$ cat config.mk
export PLATFORM = sky130hd
export DESIGN_NAME = lidar_packet_deframer_core
export DESIGN_NICKNAME = d
export VERILOG_FILES = /design/src/hdl/lpd_pkg.sv /design/src/hdl/lidar_packet_deframer_core.sv /design/src/hdl/lpd_front.sv /design/src/hdl/lpd_queue.sv /design/src/hdl/lpd_back.sv
export SDC_FILE = /design/constraint.sdc
export NUM_CORES = 1
export LEC_CHECK = 0
export ABC_AREA = 1
export BUFFER_PORTS_ARGS = -buffer_cell sky130_fd_sc_hd__buf_2
export CORE_AREA = 2 2 134 136
export CTS_BUF_LIST = sky130_fd_sc_hd__clkbuf_4 sky130_fd_sc_hd__clkbuf_8 sky130_fd_sc_hd__clkbuf_16
export DETAILED_ROUTE_END_ITERATION = 7
export DIE_AREA = 0 0 136 138
export MAX_ROUTING_LAYER = met4
export SETUP_SLACK_MARGIN = 0.1
export SYNTH_ARGS = -nofsm -noshare
export SYNTH_HDL_FRONTEND = slang
export SYNTH_SLANG_ARGS = --single-unit
$ cat constraint.sdc
create_clock -name clk_i -period 3.5 [get_ports clk_i]
set_clock_uncertainty 0.1 [all_clocks]
set_input_delay 0.7 -clock clk_i [delete_from_list [all_inputs] [get_ports clk_i]]
set_output_delay 0.7 -clock clk_i [all_outputs]
set_load 0.05 [all_outputs]
$ cat src/hdl/lpd_pkg.sv
`timescale 1ns / 1ps

package lpd_pkg;

  localparam int unsigned PosW      = 5;
  localparam int unsigned ByteW     = 8;
  localparam int unsigned AngleW    = 16;
  localparam int unsigned SpeedW    = 16;
  localparam int unsigned DistW     = 14;
  localparam int unsigned DistHighW = DistW - ByteW;

  localparam logic [ByteW-1:0] HeaderByte = 8'hFA;
  localparam logic [ByteW-1:0] AngleBase  = 8'hA0;

  localparam int unsigned QueueDepth = 2;
  localparam int unsigned QueuePtrW  = $clog2(QueueDepth);
  localparam int unsigned QueueCntW  = $clog2(QueueDepth + 1);

  // byte positions inside one packet, header is position zero
  localparam logic [PosW-1:0] PosHeader  = 5'd0;
  localparam logic [PosW-1:0] PosIndex   = 5'd1;
  localparam logic [PosW-1:0] PosSpeedLo = 5'd2;
  localparam logic [PosW-1:0] PosSpeedHi = 5'd3;
  localparam logic [PosW-1:0] PosDistALo = 5'd4;
  localparam logic [PosW-1:0] PosDistAHi = 5'd5;
  localparam logic [PosW-1:0] PosDistBLo = 5'd8;
  localparam logic [PosW-1:0] PosDistBHi = 5'd9;
  localparam logic [PosW-1:0] PosDistCLo = 5'd12;
  localparam logic [PosW-1:0] PosDistCHi = 5'd13;
  localparam logic [PosW-1:0] PosDistDLo = 5'd16;
  localparam logic [PosW-1:0] PosDistDHi = 5'd17;
  localparam logic [PosW-1:0] PosLast    = 5'd21;

  typedef struct packed {
    logic [PosW-1:0]  pos;
    logic [ByteW-1:0] data;
  } beat_t;

endpackage

$ cat src/hdl/lidar_packet_deframer_core.sv
`timescale 1ns / 1ps

// channel   direction  handshake        beat
// -------   ---------  ---------------  -------------------------------------------
// input     in         push / full      rx_byte_i
// result    out        empty / pop      start_angle_o, rotation_speed_o, distance_*_o
//
// one byte accepted every cycle while full is low; bytes outside a packet are dropped
// a result shows once the last byte of its packet has left the beat queue and is registered in the result slot
// rst_ni is asynchronous, active low, and empties the queue and the result slot
// an unpopped result stalls only the last byte of the next packet; then the
// two-entry beat queue fills and full rises

module lidar_packet_deframer_core import lpd_pkg::*; (
  input  logic              clk_i,
  input  logic              rst_ni,
  input  logic              push,
  output logic              full,
  input  logic [ByteW-1:0]  rx_byte_i,
  output logic              empty,
  input  logic              pop,
  output logic [AngleW-1:0] start_angle_o,
  output logic [SpeedW-1:0] rotation_speed_o,
  output logic [DistW-1:0]  distance_a_o,
  output logic [DistW-1:0]  distance_b_o,
  output logic [DistW-1:0]  distance_c_o,
  output logic [DistW-1:0]  distance_d_o
);

  logic  q_push, q_full, q_pop, q_valid;
  beat_t q_beat_in, q_beat_out;

  assign full = q_full;

  lpd_front u_front (
    .clk_i     (clk_i),
    .rst_ni    (rst_ni),
    .push_i    (push),
    .rx_byte_i (rx_byte_i),
    .q_full_i  (q_full),
    .q_push_o  (q_push),
    .q_beat_o  (q_beat_in)
  );

  lpd_queue u_queue (
    .clk_i   (clk_i),
    .rst_ni  (rst_ni),
    .push_i  (q_push),
    .beat_i  (q_beat_in),
    .full_o  (q_full),
    .pop_i   (q_pop),
    .beat_o  (q_beat_out),
    .valid_o (q_valid)
  );

  lpd_back u_back (
    .clk_i            (clk_i),
    .rst_ni           (rst_ni),
    .q_valid_i        (q_valid),
    .q_beat_i         (q_beat_out),
    .q_pop_o          (q_pop),
    .pop_i            (pop),
    .empty_o          (empty),
    .start_angle_o    (start_angle_o),
    .rotation_speed_o (rotation_speed_o),
    .distance_a_o     (distance_a_o),
    .distance_b_o     (distance_b_o),
    .distance_c_o     (distance_c_o),
    .distance_d_o     (distance_d_o)
  );

endmodule

$ cat src/hdl/lpd_front.sv
`timescale 1ns / 1ps

module lpd_front import lpd_pkg::*; (
  input  logic             clk_i,
  input  logic             rst_ni,
  input  logic             push_i,
  input  logic [ByteW-1:0] rx_byte_i,
  input  logic             q_full_i,
  output logic             q_push_o,
  output beat_t            q_beat_o
);

  logic            awaiting_q, awaiting_d;
  logic [PosW-1:0] pos_q, pos_d;
  logic            accept;

  assign accept = push_i && !q_full_i;

  always_comb begin
    awaiting_d    = awaiting_q;
    pos_d         = pos_q;
    q_push_o      = 1'b0;
    q_beat_o.data = rx_byte_i;
    q_beat_o.pos  = pos_q;
    if (accept) begin
      if (awaiting_q) begin
        if (rx_byte_i == HeaderByte) begin
          q_push_o     = 1'b1;
          q_beat_o.pos = PosHeader;
          awaiting_d   = 1'b0;
          pos_d        = PosIndex;
        end
      end else begin
        q_push_o = 1'b1;
        if (pos_q == PosLast) begin
          awaiting_d = 1'b1;
          pos_d      = PosHeader;
        end else begin
          pos_d = pos_q + 1'b1;
        end
      end
    end
  end

  always_ff @(posedge clk_i or negedge rst_ni) begin
    if (!rst_ni) begin
      awaiting_q <= 1'b1;
      pos_q      <= PosHeader;
    end else begin
      awaiting_q <= awaiting_d;
      pos_q      <= pos_d;
    end
  end

  a_pos_range: assert property (@(posedge clk_i) disable iff (!rst_ni)
    pos_q <= PosLast)
    else $error("packet position out of range");

  a_push_framed: assert property (@(posedge clk_i) disable iff (!rst_ni)
    q_push_o |-> (!awaiting_q || rx_byte_i == HeaderByte))
    else $error("beat queued outside a packet");

endmodule

$ cat src/hdl/lpd_queue.sv
`timescale 1ns / 1ps

module lpd_queue import lpd_pkg::*; (
  input  logic  clk_i,
  input  logic  rst_ni,
  input  logic  push_i,
  input  beat_t beat_i,
  output logic  full_o,
  input  logic  pop_i,
  output beat_t beat_o,
  output logic  valid_o
);

  beat_t                mem [QueueDepth];
  logic [QueuePtrW-1:0] wr_ptr_q, rd_ptr_q;
  logic [QueueCntW-1:0] cnt_q;
  logic                 do_push, do_pop;

  assign full_o  = (cnt_q == QueueCntW'(QueueDepth));
  assign valid_o = (cnt_q != '0);
  assign beat_o  = mem[rd_ptr_q];
  assign do_push = push_i && !full_o;
  assign do_pop  = pop_i && valid_o;

  always_ff @(posedge clk_i) begin
    if (do_push) begin
      mem[wr_ptr_q] <= beat_i;
    end
  end

  always_ff @(posedge clk_i or negedge rst_ni) begin
    if (!rst_ni) begin
      wr_ptr_q <= '0;
      rd_ptr_q <= '0;
      cnt_q    <= '0;
    end else begin
      if (do_push) begin
        wr_ptr_q <= wr_ptr_q + 1'b1;
      end
      if (do_pop) begin
        rd_ptr_q <= rd_ptr_q + 1'b1;
      end
      if (do_push && !do_pop) begin
        cnt_q <= cnt_q + 1'b1;
      end else if (do_pop && !do_push) begin
        cnt_q <= cnt_q - 1'b1;
      end
    end
  end

  a_cnt_bound: assert property (@(posedge clk_i) disable iff (!rst_ni)
    cnt_q <= QueueCntW'(QueueDepth))
    else $error("queue count overflow");

endmodule

$ cat src/hdl/lpd_back.sv
`timescale 1ns / 1ps

module lpd_back import lpd_pkg::*; (
  input  logic              clk_i,
  input  logic              rst_ni,
  input  logic              q_valid_i,
  input  beat_t             q_beat_i,
  output logic              q_pop_o,
  input  logic              pop_i,
  output logic              empty_o,
  output logic [AngleW-1:0] start_angle_o,
  output logic [SpeedW-1:0] rotation_speed_o,
  output logic [DistW-1:0]  distance_a_o,
  output logic [DistW-1:0]  distance_b_o,
  output logic [DistW-1:0]  distance_c_o,
  output logic [DistW-1:0]  distance_d_o
);

  // fields captured from the packet in flight
  logic [ByteW-1:0]  index_q;
  logic [SpeedW-1:0] speed_q;
  logic [DistW-1:0]  dist_a_q, dist_b_q, dist_c_q, dist_d_q;

  // result slot
  logic              res_valid_q, res_valid_d;
  logic [AngleW-1:0] res_angle_q;
  logic [SpeedW-1:0] res_speed_q;
  logic [DistW-1:0]  res_a_q, res_b_q, res_c_q, res_d_q;

  logic              is_last, take, out_pop;
  logic [AngleW-1:0] angle_diff;

  assign is_last    = (q_beat_i.pos == PosLast);
  assign out_pop    = pop_i && res_valid_q;
  assign take       = q_valid_i && (!is_last || !res_valid_q || out_pop);
  assign q_pop_o    = take;
  assign angle_diff = {{(AngleW-ByteW){1'b0}}, index_q} - {{(AngleW-ByteW){1'b0}}, AngleBase};

  always_comb begin
    res_valid_d = res_valid_q;
    if (take && is_last) begin
      res_valid_d = 1'b1;
    end else if (out_pop) begin
      res_valid_d = 1'b0;
    end
  end

  always_ff @(posedge clk_i) begin
    if (take) begin
      case (q_beat_i.pos)
        PosIndex:   index_q              <= q_beat_i.data;
        PosSpeedLo: speed_q[ByteW-1:0]   <= q_beat_i.data;
        PosSpeedHi: speed_q[SpeedW-1:ByteW] <= q_beat_i.data;
        PosDistALo: dist_a_q[ByteW-1:0]  <= q_beat_i.data;
        PosDistAHi: dist_a_q[DistW-1:ByteW] <= q_beat_i.data[DistHighW-1:0];
        PosDistBLo: dist_b_q[ByteW-1:0]  <= q_beat_i.data;
        PosDistBHi: dist_b_q[DistW-1:ByteW] <= q_beat_i.data[DistHighW-1:0];
        PosDistCLo: dist_c_q[ByteW-1:0]  <= q_beat_i.data;
        PosDistCHi: dist_c_q[DistW-1:ByteW] <= q_beat_i.data[DistHighW-1:0];
        PosDistDLo: dist_d_q[ByteW-1:0]  <= q_beat_i.data;
        PosDistDHi: dist_d_q[DistW-1:ByteW] <= q_beat_i.data[DistHighW-1:0];
        default: ;
      endcase
      if (is_last) begin
        res_angle_q <= {angle_diff[AngleW-3:0], 2'b00};
        res_speed_q <= speed_q;
        res_a_q     <= dist_a_q;
        res_b_q     <= dist_b_q;
        res_c_q     <= dist_c_q;
        res_d_q     <= dist_d_q;
      end
    end
  end

  always_ff @(posedge clk_i or negedge rst_ni) begin
    if (!rst_ni) begin
      res_valid_q <= 1'b0;
    end else begin
      res_valid_q <= res_valid_d;
    end
  end

  assign empty_o          = !res_valid_q;
  assign start_angle_o    = res_angle_q;
  assign rotation_speed_o = res_speed_q;
  assign distance_a_o     = res_a_q;
  assign distance_b_o     = res_b_q;
  assign distance_c_o     = res_c_q;
  assign distance_d_o     = res_d_q;

  a_last_fills_slot: assert property (@(posedge clk_i) disable iff (!rst_ni)
    (take && is_last) |=> res_valid_q)
    else $error("last beat taken without result");

  a_no_overwrite: assert property (@(posedge clk_i) disable iff (!rst_ni)
    (take && is_last) |-> (!res_valid_q || out_pop))
    else $error("result slot overwritten");

endmodule
Word-level counts from Yosys, hierarchy flattened
Memory sizes are Yosys's and may differ from the RTL's.
Index checks and enable logic that the tools add are counted.
Storage, ports and cells
  memories: 1
  memory bits (writable): 26
  register bits: 177
  input bits: 12
Memories
  u_queue.mem: depth 2, width 13, read ports 1, clocked after memory_dff 0, write ports 1, line lpd_queue.sv:14  | beat_t mem [QueueDepth];
Cells by class
  add/subtract/negate cells: 6
  eq/ne operators: 16
  muxes and demuxes: 18
  reductions and logical operators: 31
Operators with widths (number)
  $mux W5: 6
  $reduce_and A2 Y1: 13
  $eq A5 B4 Y1 const B: 4
  $eq A5 B5 Y1 const B: 4
  $eq A5 B2 Y1 const B: 2
  $eq A5 B3 Y1 const B: 2
  $mux W1: 10
  $sub A8 B8 Y9 const B: 1
  $eq A8 B8 Y1 const B: 1
  $logic_and A1 B1 Y1: 8
  $reduce_bool A2 Y1: 3
  $add A5 B1 Y5 const B: 1
  $eq A5 B1 Y1 const B: 1
  $logic_not A1 Y1: 5
  $mux W2: 2
  $add A1 B1 Y1 const B: 2
  $add A2 B1 Y2 const B: 1
  $eq A2 B2 Y1 const B: 1
  $logic_or A1 B1 Y1: 2
  $ne A2 B2 Y1 const B: 1
  $sub A2 B1 Y2 const B: 1

Depth between registers and ports, before layout
Gate-level depths: netlist of run 1.
An unclocked memory read counts as a cell.
  word-level depth: 10
  gate-level depth with buffers: 12
  depth with buffers taken out: 11

By module
Synthesis of run 1 repeated with hierarchy kept, for this count alone.
Unflattened totals
  cell total of the unflattened synthesis: 403
  area total of the unflattened synthesis: 6901.6 µm²
By module, submodules not included
  lpd_back: area an instance 5144.9 µm², instances 1, cells each 214
  lpd_queue: area an instance 1186.1 µm², instances 1, cells each 99
  lpd_front: area an instance 570.5 µm², instances 1, cells each 90

Worst setup path before layout of run 1
Ideal clock, no wire load.
  path kind: reg-to-reg
  start: register u_queue.rd_ptr_q
  end: register u_back.res_a_q[0], in the netlist u_back.distance_a_o[0] (enable)
  arrival time: 2.713 ns
  library setup time: 0.435 ns
  path slack: 0.252 ns
  stages on the path, launching flop included: 10
  buffers on the path: 1
  required time: 2.965 ns
  cells stage by stage: dfrtp_1 > buf_6 > inv_4 > nand2_1 > nand2_1 > nand2_1 > nor2_4 > nand2_1 > nand3b_1 > inv_1
On the way
  word-level cells in the longest chain between the ends: 7
Ends and longest elaborated chain
  from (decl): line lpd_queue.sv:15  | logic [QueuePtrW-1:0] wr_ptr_q, rd_ptr_q;
  from (signal assigned): line lpd_queue.sv:41  | rd_ptr_q <= rd_ptr_q + 1'b1;
  $mem_v2 Z2 W13 (*)
  $eq A5 B5 Y1 (*): line lpd_back.sv:33  | assign is_last = (q_beat_i.pos == PosLast);
  $logic_not A1 Y1: line lpd_back.sv:35  | assign take = q_valid_i && (!is_last || !res_valid_q || out_pop);
  $logic_or A1 B1 Y1 (2 in series): line lpd_back.sv:35
  $logic_and A1 B1 Y1: line lpd_back.sv:35
  $reduce_and A2 Y1 (no source line) (*)
  to (signal assigned): line lpd_back.sv:67  | res_a_q <= dist_a_q;
  to (decl): line lpd_back.sv:28  | logic [DistW-1:0] res_a_q, res_b_q, res_c_q, res_d_q;
Mark *: on every way between the ends. The rest lies on a longest branch, timed or not.
A chain may end at the register's enable or synchronous reset.

Final worst setup path of run 1
  start: register u_queue.rd_ptr_q
  end: register u_back.res_speed_q[13], in the netlist u_back.rotation_speed_o[13] (enable)
On the way
  word-level cells in the longest chain between the ends: 7
Ends and longest elaborated chain
  $mem_v2 Z2 W13 (*)
  $eq A5 B5 Y1 (*): line lpd_back.sv:33
  $logic_not A1 Y1: line lpd_back.sv:35
  $logic_or A1 B1 Y1 (2 in series): line lpd_back.sv:35
  $logic_and A1 B1 Y1: line lpd_back.sv:35
  $reduce_and A2 Y1 (no source line) (*)
  to (signal assigned): line lpd_back.sv:66  | res_speed_q <= speed_q;
  to (decl): line lpd_back.sv:27  | logic [SpeedW-1:0] res_speed_q;
Marked as above.

==> results of run 1 <==
synth_stat cells, types with 2 or more instances:
library cell,instances
ha_1,4
nand3_1,5
nor3_1,3
nand4_1,9
nand3b_1,2
xnor2_1,2
a21oi_1,3
nand2_1,51
edfxtp_1,187
dfrtp_1,10
o21ai_0,9
buf_4,7
nand2_4,3
inv_1,27
buf_6,3
nor2_1,26
nand2_2,3
cells by family after synthesis:
logic type	Yosys count	synth area share [%]
buffers and inverters	41	3.04
and+or+nand+nor	108	7.72
AOI/OAI and AO/OA	15	1.34
other	1	0.0552
DFF	198	86.7
xor gates and xnor gates	3	0.387
adders and majority gates	4	0.737
sequential cells by signal, indices dropped and copies added (netlist names), 2 cells and up:
register and cells:
u_back.distance_d_o 14, u_back.distance_a_o 14, u_queue.mem 26, u_back.dist_b_q 14, u_queue.cnt_q 2, u_back.distance_b_o 14
u_back.speed_q 16, u_back.distance_c_o 14, u_back.rotation_speed_o 16, u_back.start_angle_o 9, u_front.pos_q 5, u_back.dist_c_q 14
u_back.index_q 8, u_back.dist_a_q 14, u_back.dist_d_q 14
layout make-up:
type / count / area share [%]
clock inverter: 14 / 1.47
timing repair buffer: 102 / 6.57
multi-input combinational: 132 / 8.66
clock buffer: 18 / 5.36
inverter: 29 / 1.39
sequential: 198 / 73.0
tap: 229 / 3.55
final timing paths:
check | from | to
setup / recovery | u_queue.rd_ptr_q | u_back.rotation_speed_o[13]
hold / removal | rst_ni | u_front.pos_q[1]
max in group asynchronous | rst_ni | u_front.awaiting_q
hold reg to reg | u_back.speed_q[6] | u_back.rotation_speed_o[6]
min in group clk_i | u_back.speed_q[6] | u_back.rotation_speed_o[6]
setup reg to reg | u_queue.rd_ptr_q | u_back.rotation_speed_o[13]
power by group:
part	total, mW	leakage, nW	switching (mW)	internal, mW
sequential	3.32	1.83	0.165	3.16
clock	1.79	0.273	0.851	0.936
combinational	1.38	0.858	1.08	0.296
total	6.49	2.96	2.10	4.39
per-layer routing:
layer	vias up	routed length, µm
met2	94	5250
met3	17	598
met5	-	0
met1	1458	4990
met4	0	229
li1	1556	-
==> metrics, run 1 <==
fin. max-slew vios=0; most common cell after layout, fill and taps aside=edfxtp_1; total power=roughly 6.5 mW; slowest cell on the critical path=dfrtp_1; Multi-input gate area=roughly 700 µm²; EDFF count, synth=187; Vias per Instance=between 4 and 5; met3 Usage GRT=under 10%; die height=between 100 and 150 µm; flops & latches, synth=between 150 and 200; Residual DRC=0; clk sinks=about 200; dominant cells by area after synthesis=edfxtp_1 (83%), dfrtp_1 (3.7%), nand2_1 (2.8%), inv_1 (1.5%), nor2_1 (1.4%); worst path buffer plus inverter count=3; # IOs=slightly above 100; Post-CTS Hold Buffers=0; Yosys top cell area share=between 80% and 90%; Crit. End Element=flip-flop; CTS tree=built; R2R Setup Slk=slightly above 0.8 ns; WS Path Type=flip-flop to flip-flop; Crit path top cell by count=nand2_1; DR pass1 iterations=4; average wire per cell in the routed design=15.3 µm; CP top delay family=buffers and inverters; antenna violations before repair=0; Largest stage delay, worst path=a little over 0.6 ns; Tot GR Track Use=12.8%; Core Region=17500 µm²; CP required=3.50 ns; WP data arrival=2.67 ns; crit-path cells=inv_4, nand2_1, nand2_1, nand2_1, nor2_4, nand2_1, nand3b_1, clkinv_2, buf_4; synth warn=0; power density cells=803 nW/µm²; fin crit share=between 70% and 80%; Yosys top cell by area=edfxtp_1; met2 GRT Util=approximately a fifth; Placed Cells incl. Taps=690; most frequent cells in the layout=edfxtp_1 (187), buf_2 (99), nand2_1 (51); Nets=around 500; Top Usage Layer GRT=met2; worst rel slew slack=a little under half; final wirelength=around 11 mm; share of layout cells above drive strength 1=between 30% and 40%; PostCTS Resize Cnt=0; CTS Buf Count=17; IO Port Bufs=99; non-filler instance count after layout=roughly 720; RSZ-0062 raised after global routing=no; Max Fanout on Critical Path=22; number of buffers added for setup after CTS=0; CTS H-tree lvls=4; Final Setup Violations=0; # fillers=between 1500 and 2000; mapped cell area=~6800 µm²; CP Launch Type=flip-flop; dpl cell area=around 7500 µm²; Least-Margin Pin Slew=between 0.7 and 0.8 ns; TNS Setup=0 ns; Hold Vio Cnt, Final=0; die width=around 140 µm; Main synth FF type=edfxtp_1; DP HPWL=~7.6 mm; Max IR drop VDD=420 µV; met1 usage=between 15 and 20%; # diodes=0; Initial Util=approximately 39%; Syn Area/Cell=roughly 18 µm²; post-route ant nets=0; Max Cap Viol=0; vias in the first global route=slightly above 3000; Reg2Reg Depth=9; worst setup margin=between 0.8 and 0.9 ns; Pleak=a little under 3 nW; First DRT Iteration DRCs=between 200 and 250; Site Rows=a little under 50; later-pin clock latency in the skew report=~0.44 ns; Achievable Freq=374 MHz; flip-flop and latch area=just under 6000 µm²; final core occ=approximately 46%; global-route wire length before repair=around 17 mm; WP depth=9; CTS Root Cell=clkbuf_16; sequential-to-total area share from yosys stat=between 80 and 90%; Synth cell types=33; pin count of the biggest net entering global routing=41; asr flop ratio synth=approximately 5.6%; Min-Delay Path Class=primary input to asynchronous set/reset pin; Clock Path Buffers=2; gr ovfl total=0; status=complete, no violations; final instance area=approximately 8100 µm²; routed via count=about 3100; post-synthesis instance total=between 300 and 400; pre-CTS setup slack=0.810 ns; synthesis-to-finish area growth=18.8%; Final Critical Period=~2.7 ns; gpl congestion=approximately 0.78; hold slack=~0.032 ns; register clock-pin slew on the reported worst setup and hold paths=~0.07 ns; Die Area=18800 µm²
(Power assumes the default switching activity.)
==> run 2: changes to the inputs <==
==> constraint.sdc (replaced) <==
create_clock -name clk_i -period 2.5 [get_ports clk_i]
set_clock_uncertainty 0.1 [all_clocks]
set_input_delay 0.5 -clock clk_i [delete_from_list [all_inputs] [get_ports clk_i]]
set_output_delay 0.5 -clock clk_i [all_outputs]
set_load 0.05 [all_outputs]
==> metrics, run 2 (synthesized netlist as in run 1, its figures left out) <==
status=complete, no violations; Pleak=3.04 nW; Hold Vio Cnt, Final=0; Tot GR Track Use=~13%; Max Cap Viol=0; IO Port Bufs=99; final wirelength=roughly 11 mm; slowest cell on the critical path=dfrtp_2; fin. max-slew vios=0; Final Critical Period=2.18 ns; global-route wire length before repair=16.8 mm; Achievable Freq=approximately 460 MHz; share of layout cells above drive strength 1=roughly 33%; Residual DRC=0; hold slack=between 0.15 and 0.2 ns; worst path buffer plus inverter count=3; CTS Buf Count=17; Biggest register=u_queue.mem; # IOs=approximately 100; Core Region=17500 µm²; CTS H-tree lvls=4; gr ovfl total=0; power density cells=1120 nW/µm²; pin count of the biggest net entering global routing=67; RR Startpoint=u_queue.rd_ptr_q; metal2 WL=between 5 and 6 mm; met3 wire len=about 600 µm; CTS Root Cell=clkbuf_16; die width=approximately 140 µm; Crit path top cell by count=nand2_2; hold path startpoint=rx_byte_i[0]; Largest stage delay, worst path=between 0.4 and 0.5 ns; die height=138 µm; TNS Setup=0 ns; antenna violations before repair=0; synthesis-to-finish area growth=21.4%; non-filler instance count after layout=~740; Max Fanout on Critical Path=15; Site Rows=just under 50; CP Launch Type=flip-flop; R2R Setup Slk=0.32 ns; gpl congestion=0.795; DR pass1 iterations=5; Placed Cells incl. Taps=between 700 and 800; register clock-pin slew on the reported worst setup and hold paths=about 0.07 ns; Least-Margin Pin Slew=between 0.5 and 0.6 ns; routed via count=around 3200; Crit. End Element=flip-flop; later-pin clock latency in the skew report=~0.42 ns; Vias per Instance=around 4.4; Min-Delay Path Class=primary input to flip-flop; CTS tree=built; vias in the first global route=about 3200; worst setup margin=around 0.32 ns; average wire per cell in the routed design=around 15 µm; number of flip-flops in the largest register=26; Worst setup startpoint=u_queue.rd_ptr_q; Initial Util=~39%; CP required=~2.5 ns; Final Setup Violations=0; First DRT Iteration DRCs=187; Die Area=around 19000 µm²; Clock Path Buffers=2; pre-CTS setup slack=roughly 0.23 ns; fin crit share=approximately 87%; CP top delay family=simple AND/OR/NAND/NOR gates; post-route ant nets=0; worst rel slew slack=a little over three fifths; Nets=between 500 and 600; RSZ-0062 raised after global routing=no; WP data arrival=2.19 ns; clk sinks=between 150 and 200; most frequent cells in the layout=edfxtp_1 (187), buf_2 (99), nand2_1 (46); most common cell after layout, fill and taps aside=edfxtp_1; # diodes=0; WS Path Type=flip-flop to flip-flop; DR top layer=met4; met1 WL=just under 5 mm; DP HPWL=7.37 mm; crit-path cells=inv_4, nand2_2, nand2_2, nand2_2, nor2_4, nand2_1, nand3b_1, clkinvlp_4, buf_4; Max IR drop VDD=574 µV
run 2: timing repair:
action | 4_1_cts | 5_1_grt
hold buffers | 1 | 0
setup buffers | 0 | 0
resized for setup | 0 | 2
setup endpoints to repair | 0 | 67
hold endpoints to repair | 10 | 0
run 2: area by class of cell:
class,instances,area (µm²)
timing repair buffer,117,671
clock inverter,15,144
inverter,29,115
clock buffer,17,425
fill,1525,9290
multi-input combinational,132,712
sequential,198,5890
tap,229,287
run 2: routing by layer:
| layer | global-route usage [%] | up-vias |
|---|---|---|
| li1 | - | 1576 |
| met1 | 15.8 | 1552 |
| met2 | 18.6 | 96 |
| met3 | 4.00 | 14 |
| met4 | 6.09 | 0 |
| met5 | - | - |
run 2: metrics by stage:
step,total power [mW],util [%],instance area [µm²]
finish,9.26,47.0,8250
global route,9.73,47.0,8250
CTS,9.36,46.8,8210
detailed placement,6.79,43.5,7630
global placement,6.74,43.5,7630
floorplan,6.19,-,6810
run 2: power by group:
| part | internal (mW) | switching [mW] |
|---|---|---|
| clock network | 1.39 | 1.16 |
| logic | 0.502 | 1.58 |
| registers | 4.42 | 0.211 |
| total | 6.31 | 2.95 |
run 2: path summary, 6_finish.rpt:
| kind | cells past startpoint | end |
|---|---|---|
| max | 9 | u_back.distance_d_o[12] |
| min | 1 | u_queue.mem[1][0] |
| max in group asynchronous | 2 | u_front.awaiting_q |
| max reg2reg | 9 | u_back.distance_d_o[12] |
| min in group asynchronous | 2 | u_queue.wr_ptr_q |
| min reg2reg | 0 | u_back.distance_a_o[1] |
==> run 3: changes to the inputs <==
==> constraint.sdc (replaced) <==
create_clock -name clk_i -period 2 [get_ports clk_i]
set_clock_uncertainty 0.1 [all_clocks]
set_input_delay 0.4 -clock clk_i [delete_from_list [all_inputs] [get_ports clk_i]]
set_output_delay 0.4 -clock clk_i [all_outputs]
set_load 0.05 [all_outputs]
==> metrics, run 3 (synthesized netlist as in run 1, its figures left out) <==
# diodes=0; Crit. End Element=flip-flop; fin. max-slew vios=0; most frequent cells in the layout=edfxtp_1 (187), buf_2 (99), nand2_1 (45); WP data arrival=2.09 ns; most common cell after layout, fill and taps aside=edfxtp_1; synthesis-to-finish area growth=29.7%; CP top delay family=simple AND/OR/NAND/NOR gates; First DRT Iteration DRCs=219; CTS Root Cell=clkbuf_16; register clock-pin slew on the reported worst setup and hold paths=0.07 ns; DR pass1 iterations=4; Max Cap Viol=0; WS Path Type=flip-flop to flip-flop; Final Critical Period=2.04 ns; number of flip-flops in the largest register=26; routed via count=about 3400; gr ovfl total=0; CP required=between 2 and 2.5 ns; Initial Util=roughly two fifths; R2R Setup Slk=-0.04 ns; Site Rows=49; Achievable Freq=~490 MHz; RSZ-0062 raised after global routing=yes; Core Region=between 15000 and 20000 µm²; worst setup margin=-0.0385 ns; IO Port Bufs=99; share of layout cells above drive strength 1=about two fifths; hold slack=between 0.06 and 0.07 ns; die width=approximately 140 µm; clk sinks=~200; later-pin clock latency in the skew report=around 0.43 ns; worst rel slew slack=60.5%; antenna violations before repair=0; status=finished with violations; CP Launch Type=flip-flop; crit-path cells=inv_4, nand2_2, nand2_4, nand2_4, nor2_4, nand2_2, nand3b_1, clkinvlp_4, buf_12, clkbuf_16; CTS H-tree lvls=4; DP HPWL=roughly 7.7 mm; average wire per cell in the routed design=around 15 µm; Die Area=between 15000 and 20000 µm²; gpl congestion=between 0.7 and 0.8; failing checks=setup timing; Hold Vio Cnt, Final=0; Nets=roughly 540; die height=between 100 and 150 µm; Clock Path Buffers=2; Reg2Reg Depth=10; Pleak=3.28 nW; Largest stage delay, worst path=0.46 ns; final wirelength=between 10 and 15 mm; CTS tree=built; Residual DRC=0; # fillers=1468; Min-Delay Path Class=primary input to flip-flop; CTS Buf Count=17; WP depth=10; post-route ant nets=0; vias in the first global route=about 3400; slowest cell on the critical path=dfrtp_2; power density cells=between 1000 and 1500 nW/µm²; worst path buffer plus inverter count=4; Tot GR Track Use=between 10% and 20%; Least-Margin Pin Slew=just under 0.6 ns; hold path depth=2; Max IR drop VDD=between 700 and 800 µV; pin count of the biggest net entering global routing=23; Final Setup Violations=50; Max Fanout on Critical Path=8; fin crit share=102%; Vias per Instance=4.47; # IOs=approximately 100; global-route wire length before repair=between 15 and 20 mm; Biggest register=u_queue.mem; total power=12.3 mW; TNS Setup=-0.818 ns
## run 3: changes by cell type in the layout (fill, tap and decap cells not counted), sizes merged
cell and change:
clkinvlp +1, clkbuf +4, buf +29, inv +1, clkinv -3
## run 3: report_power, final
part,internal (mW),leakage (nW),switching [mW]
sequential,5.52,1.83,0.256
clock,1.76,0.273,1.48
combinational,1.12,1.17,2.19
## run 3: area by class of cell
type                       instances  area [µm²]  area share (%)
clock inverter                    14         143            1.62
tap                              229         287            3.25
inverter                          29         115            1.31
multi-input combinational        132         788            8.95
sequential                       198        5890            66.9
timing repair buffer             149        1150            13.1
clock buffer                      18         433            4.91
## run 3: metrics by stage
step | util, % | instance area, µm² | cells | setup slack, ns
global route | 50.2 | 8810 | 769 | -0.130
global placement | 45.0 | 7890 | 722 | -0.0380
floorplan | - | 6820 | 371 | -0.806
detailed placement | 45.0 | 7890 | 722 | -0.108
CTS | 49.1 | 8620 | 762 | -0.0220
finish | 50.2 | 8810 | 769 | -0.0385
## run 3: final timing paths
path / from / end
setup / recovery: u_queue.rd_ptr_q / u_back.rotation_speed_o[0]
hold / removal: pop / u_back.res_valid_q
setup reg to reg: u_queue.rd_ptr_q / u_back.rotation_speed_o[0]
hold reg to reg: u_back.speed_q[12] / u_back.rotation_speed_o[12]
max in group asynchronous: rst_ni / u_front.awaiting_q
min in group asynchronous: rst_ni / u_front.pos_q[3]
## run 3: repair_timing
action | CTS | global route
endpoints found under the setup margin | 156 | 157
pin swaps | 3 | 6
buffers inserted | 5 | 2
resized for setup | 12 | 13
hold endpoints to repair | 11 | 0
gates cloned | 2 | 5
hold buffers | 1 | 0
## run 3: routing by layer
layer | wire, µm | vias up | track usage, %
li1 | - | 1650 | -
met1 | 4960 | 1669 | 15.9
met2 | 6060 | 102 | 21.6
met3 | 573 | 16 | 3.92
met4 | 250 | 0 | 6.36
met5 | 0 | - | -
